**src/rtl/rhlt_pkg.sv**
```systemverilog
// Shared types, constants and arithmetic helpers for the rainbow LED tree pattern block.
`default_nettype none

package rhlt_pkg;

  // Payload widths.
  localparam int COLOR_W    = 8;
  localparam int RGB_W      = 3 * COLOR_W;
  localparam int LINE_W     = 4 * RGB_W;
  localparam int POS_W      = 6;
  localparam int SEL_W      = 3;
  localparam int FRAC_W     = 6;
  localparam int PROD_W     = 2 * COLOR_W;
  localparam int CFG_IDX_W  = 3;
  localparam int CFG_DATA_W = 8;

  // Hue steps inside one sixth of the color wheel.
  localparam logic [FRAC_W-1:0] FRAC_LAST = FRAC_W'(59);
  localparam logic [COLOR_W-1:0] COLOR_MAX = 8'd255;

  // Depth of the command queue between front and back.
  localparam int CMD_QUEUE_DEPTH = 2;

  // Operation codes.
  localparam logic OP_TICK = 1'b0;
  localparam logic OP_READ = 1'b1;

  // Configuration register indexes.
  localparam logic [CFG_IDX_W-1:0] CFG_SATURATION  = 3'd0;
  localparam logic [CFG_IDX_W-1:0] CFG_VALUE_LEVEL = 3'd1;
  localparam logic [CFG_IDX_W-1:0] CFG_TAP_ONE     = 3'd2;
  localparam logic [CFG_IDX_W-1:0] CFG_TAP_TWO     = 3'd3;
  localparam logic [CFG_IDX_W-1:0] CFG_TAP_THREE   = 3'd4;

  // Configuration reset values.
  localparam logic [COLOR_W-1:0] SATURATION_RESET  = 8'd255;
  localparam logic [COLOR_W-1:0] VALUE_LEVEL_RESET = 8'd255;
  localparam logic [POS_W-1:0]   TAP_ONE_RESET     = 6'd10;
  localparam logic [POS_W-1:0]   TAP_TWO_RESET     = 6'd30;
  localparam logic [POS_W-1:0]   TAP_THREE_RESET   = 6'd50;

  // Strip select codes.
  localparam logic [SEL_W-1:0] STRIP_TRUNK       = 3'd0;
  localparam logic [SEL_W-1:0] STRIP_ONE_LEFT    = 3'd1;
  localparam logic [SEL_W-1:0] STRIP_ONE_RIGHT   = 3'd2;
  localparam logic [SEL_W-1:0] STRIP_TWO_LEFT    = 3'd3;
  localparam logic [SEL_W-1:0] STRIP_TWO_RIGHT   = 3'd4;
  localparam logic [SEL_W-1:0] STRIP_THREE_LEFT  = 3'd5;
  localparam logic [SEL_W-1:0] STRIP_THREE_RIGHT = 3'd6;
  localparam logic [SEL_W-1:0] STRIP_UNUSED      = 3'd7;

  // Which store a read goes to.
  typedef enum logic [2:0] {
    ST_TRUNK,
    ST_BRANCH_ONE,
    ST_BRANCH_TWO,
    ST_BRANCH_THREE,
    ST_NONE
  } store_e;

  // Sixths of the hue wheel.
  typedef enum logic [2:0] {
    HS_RED_YELLOW,
    HS_YELLOW_GREEN,
    HS_GREEN_CYAN,
    HS_CYAN_BLUE,
    HS_BLUE_MAGENTA,
    HS_MAGENTA_RED
  } hue_sector_e;

  // Back end sequencer states.
  typedef enum logic [2:0] {
    BK_IDLE,
    BK_TICK_DIV,
    BK_TICK_MIX,
    BK_TICK_WR,
    BK_READ_OUT
  } back_state_e;

  // A classified item as it travels through the queue.
  typedef struct packed {
    logic             is_tick;
    store_e           store;
    logic [POS_W-1:0] pos;
    logic             pos_ok;
  } cmd_t;

  // Push side of the command queue.
  typedef struct packed {
    logic push;
    cmd_t cmd;
  } q_wr_t;

  // Configuration register file contents.
  typedef struct packed {
    logic [COLOR_W-1:0] saturation;
    logic [COLOR_W-1:0] value_level;
    logic [POS_W-1:0]   tap_one;
    logic [POS_W-1:0]   tap_two;
    logic [POS_W-1:0]   tap_three;
  } cfg_t;

  // Truncating divide by 255 for a product of two 8-bit values.
  function automatic logic [COLOR_W-1:0] div255(input logic [PROD_W-1:0] x);
    logic [PROD_W-1:0] sum;
    sum = x + (x >> COLOR_W) + PROD_W'(1);
    return sum[PROD_W-1:COLOR_W];
  endfunction

  // Fractional hue scaled to 0..250: frac * 255 / 60 equals frac * 17 / 4.
  function automatic logic [COLOR_W-1:0] frac_scale(input logic [FRAC_W-1:0] frac);
    logic [FRAC_W+3:0] x17;
    x17 = {frac, 4'b0000} + (FRAC_W + 4)'(frac);
    return x17[FRAC_W+3:2];
  endfunction

endpackage

`default_nettype wire

```
**src/rtl/rhlt_cmd_queue.sv**
```systemverilog
// Short command queue that decouples the front end from the back end.
`default_nettype none

module rhlt_cmd_queue import rhlt_pkg::*; (
  input  logic  clk_i,
  input  logic  rst_ni,
  input  q_wr_t wr_i,
  output logic  full_o,
  input  logic  pop_i,
  output logic  empty_o,
  output cmd_t  head_o
);

  localparam int DEPTH = CMD_QUEUE_DEPTH;
  localparam int PTR_W = (DEPTH > 1) ? $clog2(DEPTH) : 1;
  localparam int CNT_W = $clog2(DEPTH + 1);

  cmd_t             entry_q [DEPTH];
  logic [PTR_W-1:0] wr_ptr_q, wr_ptr_d;
  logic [PTR_W-1:0] rd_ptr_q, rd_ptr_d;
  logic [CNT_W-1:0] cnt_q, cnt_d;

  assign full_o  = (cnt_q == CNT_W'(DEPTH));
  assign empty_o = (cnt_q == '0);
  assign head_o  = entry_q[rd_ptr_q];

  // Pointer and occupancy update.
  always_comb begin
    wr_ptr_d = wr_ptr_q;
    rd_ptr_d = rd_ptr_q;
    cnt_d    = cnt_q;
    if (wr_i.push) begin
      wr_ptr_d = (wr_ptr_q == PTR_W'(DEPTH - 1)) ? '0 : wr_ptr_q + 1'b1;
    end
    if (pop_i) begin
      rd_ptr_d = (rd_ptr_q == PTR_W'(DEPTH - 1)) ? '0 : rd_ptr_q + 1'b1;
    end
    if (wr_i.push && !pop_i) begin
      cnt_d = cnt_q + 1'b1;
    end else if (pop_i && !wr_i.push) begin
      cnt_d = cnt_q - 1'b1;
    end
  end

  always_ff @(posedge clk_i or negedge rst_ni) begin
    if (!rst_ni) begin
      wr_ptr_q <= '0;
      rd_ptr_q <= '0;
      cnt_q    <= '0;
    end else begin
      wr_ptr_q <= wr_ptr_d;
      rd_ptr_q <= rd_ptr_d;
      cnt_q    <= cnt_d;
    end
  end

  // Entry storage carries no reset.
  always_ff @(posedge clk_i) begin
    if (wr_i.push) begin
      entry_q[wr_ptr_q] <= wr_i.cmd;
    end
  end

endmodule

`default_nettype wire

```
**config.mk**
```make
export PLATFORM = sky130hd
export DESIGN_NAME = rhlt_cmd_queue
export DESIGN_NICKNAME = d
export VERILOG_FILES = /design/src/rtl/rhlt_pkg.sv /design/src/rtl/rhlt_cmd_queue.sv
export SDC_FILE = /design/constraint.sdc
export NUM_CORES = 1
export LEC_CHECK = 0
export BUFFER_PORTS_ARGS = -buffer_cell sky130_fd_sc_hd__buf_2
export CORE_MARGIN = 4
export CORE_UTILIZATION = 53
export CTS_CLUSTER_SIZE = 28
export DETAILED_ROUTE_END_ITERATION = 10
export PLACE_DENSITY = 0.79
export SYNTH_ARGS = -nofsm -noshare
export SYNTH_HDL_FRONTEND = slang
export SYNTH_SLANG_ARGS = --single-unit
```
**constraint.sdc**
```tcl
create_clock -name clk_i -period 2.2 [get_ports clk_i]
set_input_delay 0 -clock clk_i [delete_from_list [all_inputs] [get_ports clk_i]]
set_output_delay 0 -clock clk_i [all_outputs]
set_load 0.03 [all_outputs]
```
---- Word-level counts from Yosys, hierarchy flattened ----
Memory sizes are Yosys's and may differ from the RTL's.
Cells that the tools add are included.
cells by class
  $add $sub $neg .......................... 4
  $mul .................................... 0
  divide/modulo/power cells ............... 0
  order comparisons ....................... 0
  eq/ne operators ......................... 1
  shift operators ......................... 0
  multiplexer cells ....................... 6
  bitwise logic cells ..................... 0
  reductions and logical operators ........ 6
operators with widths
  operator                                                            number
  1-bit two-way mux                                                   4
  2-bit two-way mux                                                   2
  1-bit adder, second input constant                                  2
  2-bit by 1-bit adder with 2-bit output, second input constant       1
  2-bit == test, second input constant                                1
  1-bit logical AND                                                   2
  1-bit logical NOT                                                   2
  2-bit logical NOT                                                   1
  2-bit nonzero test                                                  1
  2-bit by 1-bit subtractor with 2-bit output, second input constant  1
storage, ports and cells
  flip-flop bits (word level) ............. 4
  latch bits .............................. 0
  RAM bits ................................ 22
  memory bits (read-only) ................. 0
  output and inout bits ................... 13
  logic and storage cells ................. 21
  memories ................................ 1
memories
  name     depth  bits a word  rd ports  clocked after Yosys merged registers in  wr ports  line                  text
  entry_q  2      11           1         0                                        1         rhlt_cmd_queue.sv:18  cmd_t entry_q [DEPTH];

---- Depth between registers and ports, before layout ----
  depth after elaboration ................. 4
  mapped depth ............................ 5

---- Worst setup path before layout ----
No wires, ideal clock.
  path kind ............................... register to register
  from .................................... register wr_ptr_q
  to ...................................... memory entry_q[0][0] (netlist name), enable pin
  library setup time ...................... 380 ps
  arrival time ............................ 919 ps
  data required time ...................... 1,820 ps
  setup slack ............................. 901 ps
  stages on the path, launching flop included .. 2
  path buffers ............................ 0
  period minus slack after synthesis ...... 1,299 ps
  path through ............................ dfrtp_1 nor2b_1
RTL lines
  item                      line                  text
  start: declaration        rhlt_cmd_queue.sv:19  logic [PTR_W-1:0] wr_ptr_q, wr_ptr_d;
  start signal: assignment  rhlt_cmd_queue.sv:51  wr_ptr_q <= wr_ptr_d;
  end: declaration          rhlt_cmd_queue.sv:18
Straight into the memory's write port.

==> run summary <==
Initial Util: 57.6%
Fin. Hold Viols: 0
Rows: 15
core region area: 1760 µm²
sequential area share after synthesis: 74.9%
pre-CTS setup slack: 878 ps
DRC viols: 0
average size of a mapped cell: 20.3 µm²
mux share of post-synthesis cell area: 15.5%
Worst Path Arrival: 1680 ps
clock root cell: clkbuf_4
DRT iter0 DRCs: 7
grt total ovfl: 0
fill cell count: 117
Min-Delay Endpoint: entry_q[0][9]
first-pass GRT wire length: 2590 µm
crit path max fanout: 12
ANT nets after route: 0
WL/cell: 13.1 µm
peak supply drop: 893 µV
area fraction of the dominant cell type after synthesis: 65.0%
library cells used by synthesis: 12
worst reg2reg path startpoint: wr_ptr_q
Clock Skew: 9.98 ps
total track usage: 13.5%
initial antenna violation count: 0
XOR/XNOR share of the synthesized area: 4.31%
PwrDens: 1230 nW/µm²
Synth area leaders: edfxtp_1 (65%), mux2_4 (13%), dfrtp_1 (9.9%), xor2_1 (3.4%), mux2_2 (2.2%)
via count: 563
register area: 761 µm²
Max transition margin: 57.6%
post-CTS sizing: 0
Max Cap Viol: 0
share of layout cells above drive strength 1: 44.8%
Reg2Reg Setup Slack: 950 ps
area taken by multi-input logic gates: 240 µm²
Boundary Pins: 28
Worst EP required: 2200 ps
port bufs: 27
Worst R2R Path Depth: 2
Yosys reg bits: 26
Max clock buf depth: 2
setup TNS: 0 ps
worst setup margin: 524 ps
final RePlAce weighted congestion: 0.608
Initial DRT Pass Iterations: 2
Final Max Slew Viols: 0
die width: 51.8 µm
CTS sink count: 26
adder-cell share of the synthesized area: 1.23%
Syn Std Cell Area: 1020 µm²
period utilization: 76.2%
Detailed Route WL: 1590 µm
element type at the critical path end: output port
Crit Path Class: reg2out
CTS tree: yes
endpoints failing setup: 0
Period minus WS final: 1680 ps
status: complete, no violations
Reg clk slew, reported paths: 140 ps
Cells on Worst Hold Path: 2
largest family of logic cells by synthesized area: multiplexers
Hold Crit Class: in2reg
Avg Vias per Cell: 4.65
Mapped Cells: 50
Synth Area in Simple Gates: 2.59%
total CTS buffers: 3
vias in the first global route: 581
nets@finish: 113
nature of the critical path startpoint: flop
R2R Path End: entry_q[0][6]
LEAKAGE: 0.000584 µW
Die Area: 2680 µm²
overall die height: 51.8 µm
Synth Area in Compound Gates: 0%
dpl cells: 102
number of synthesis warnings: 0
Achievable Freq: 597 MHz
largest net degree at the start of global routing: 16
slew at the pin with the worst max-slew slack: 635 ps
Core Util, Final: 78.3%
syn nets: 66
Worst-Skew Late Latency: 320 ps
CTS H-Tree Depth: 1
synth-to-layout area growth: 36.0%
n_diodes: 0
RSZ-0062 raised after global routing: no
Hold Path Origin: wr_i[9]
Synth area leader: edfxtp_1
Non-Filler Instances: 121
-- where the power goes --
part,switching [µW],internal [µW]
sequential,101,664
clock,138,184
combinational,344,274
-- how the worst max path moves through the flow --
| stage | startpoint | depth (start not counted) | endpoint |
|---|---|---|---|
| after global placement | rd_ptr_q | 2 | head_o[6] |
| after floorplan | wr_ptr_q | 1 | entry_q[0][0] |
| after detailed placement | rd_ptr_q | 2 | head_o[6] |
| after CTS | rd_ptr_q | 2 | head_o[6] |
| after global routing | rd_ptr_q | 2 | head_o[6] |
| final | rd_ptr_q | 2 | head_o[6] |
-- Yosys cell counts --
cell type and number:
edfxtp_1 22, mux2_4 9, dfrtp_1 4, xor2_1 4, mux2_2 2, nor2_1 2
nor2b_1 2, and2_1 1, buf_6 1, ha_1 1, inv_1 1, xnor2_1 1
-- cells in the final DEF, fill, tap and decap left out, drive strengths merged --
| cell | instances |
|---|---|
| buf | 28 |
| edfxtp | 22 |
| dlygate4sd3 | 15 |
| mux2 | 11 |
| xor2 | 4 |
| dfrtp | 4 |
| clkbuf | 3 |
| nor2 | 2 |
| nor2b | 2 |
| inv | 1 |
| and2 | 1 |
| xnor2 | 1 |
| ha | 1 |
| bufinv | 1 |
-- registers in the layout, summed over array words and instances, names as in the netlist --
name	cells
rd_ptr_q	1
cnt_q	2
wr_ptr_q	1
entry_q	22
-- metrics by stage --
step	hold WS, ps	cell area [µm²]	total power (µW)
floorplan	-296	1020	1240
global placement	-189	1180	1370
detailed placement	-189	1180	1380
CTS	376	1380	1720
global route	389	1380	1780
finish	393	1380	1710
-- routing by layer --
metal / up-vias / track usage, % / wire, µm
met5: - / 0 / 0
met4: 0 / 5.24 / 0
met1: 272 / 16.0 / 646
met2: 17 / 23.3 / 843
met3: 0 / 3.72 / 100
li1: 274 / - / -
-- worst max-delay path, cell delays in order (launching register included) --
cell and delay, ps:
dfrtp_1 770, mux2_2 410, buf_2 180
-- what timing repair did --
action                                 CTS  global route
hold buffers                            15             0
buffers inserted                         0             0
endpoints found under the hold margin   28             0
-- cells by family (layout without fill, tap and decap cells) --
family,after synthesis,after routing
xor gates and xnor gates,5,5
adders and majority gates,1,1
buffers and inverters,2,48
DFF,26,26
muxes,11,11
and+or+nand+nor,5,5
-- final cells by class --
class	count	area share (%)
Multi-Input combinational cell	22	17.4
Clock buffer	3	1.63
Tap cell	25	2.26
Inverter	1	0.272
Clock inverter	1	2.17
Sequential cell	26	55.1
Timing Repair Buffer	43	21.2
Power figures use the tool's default switching activity.
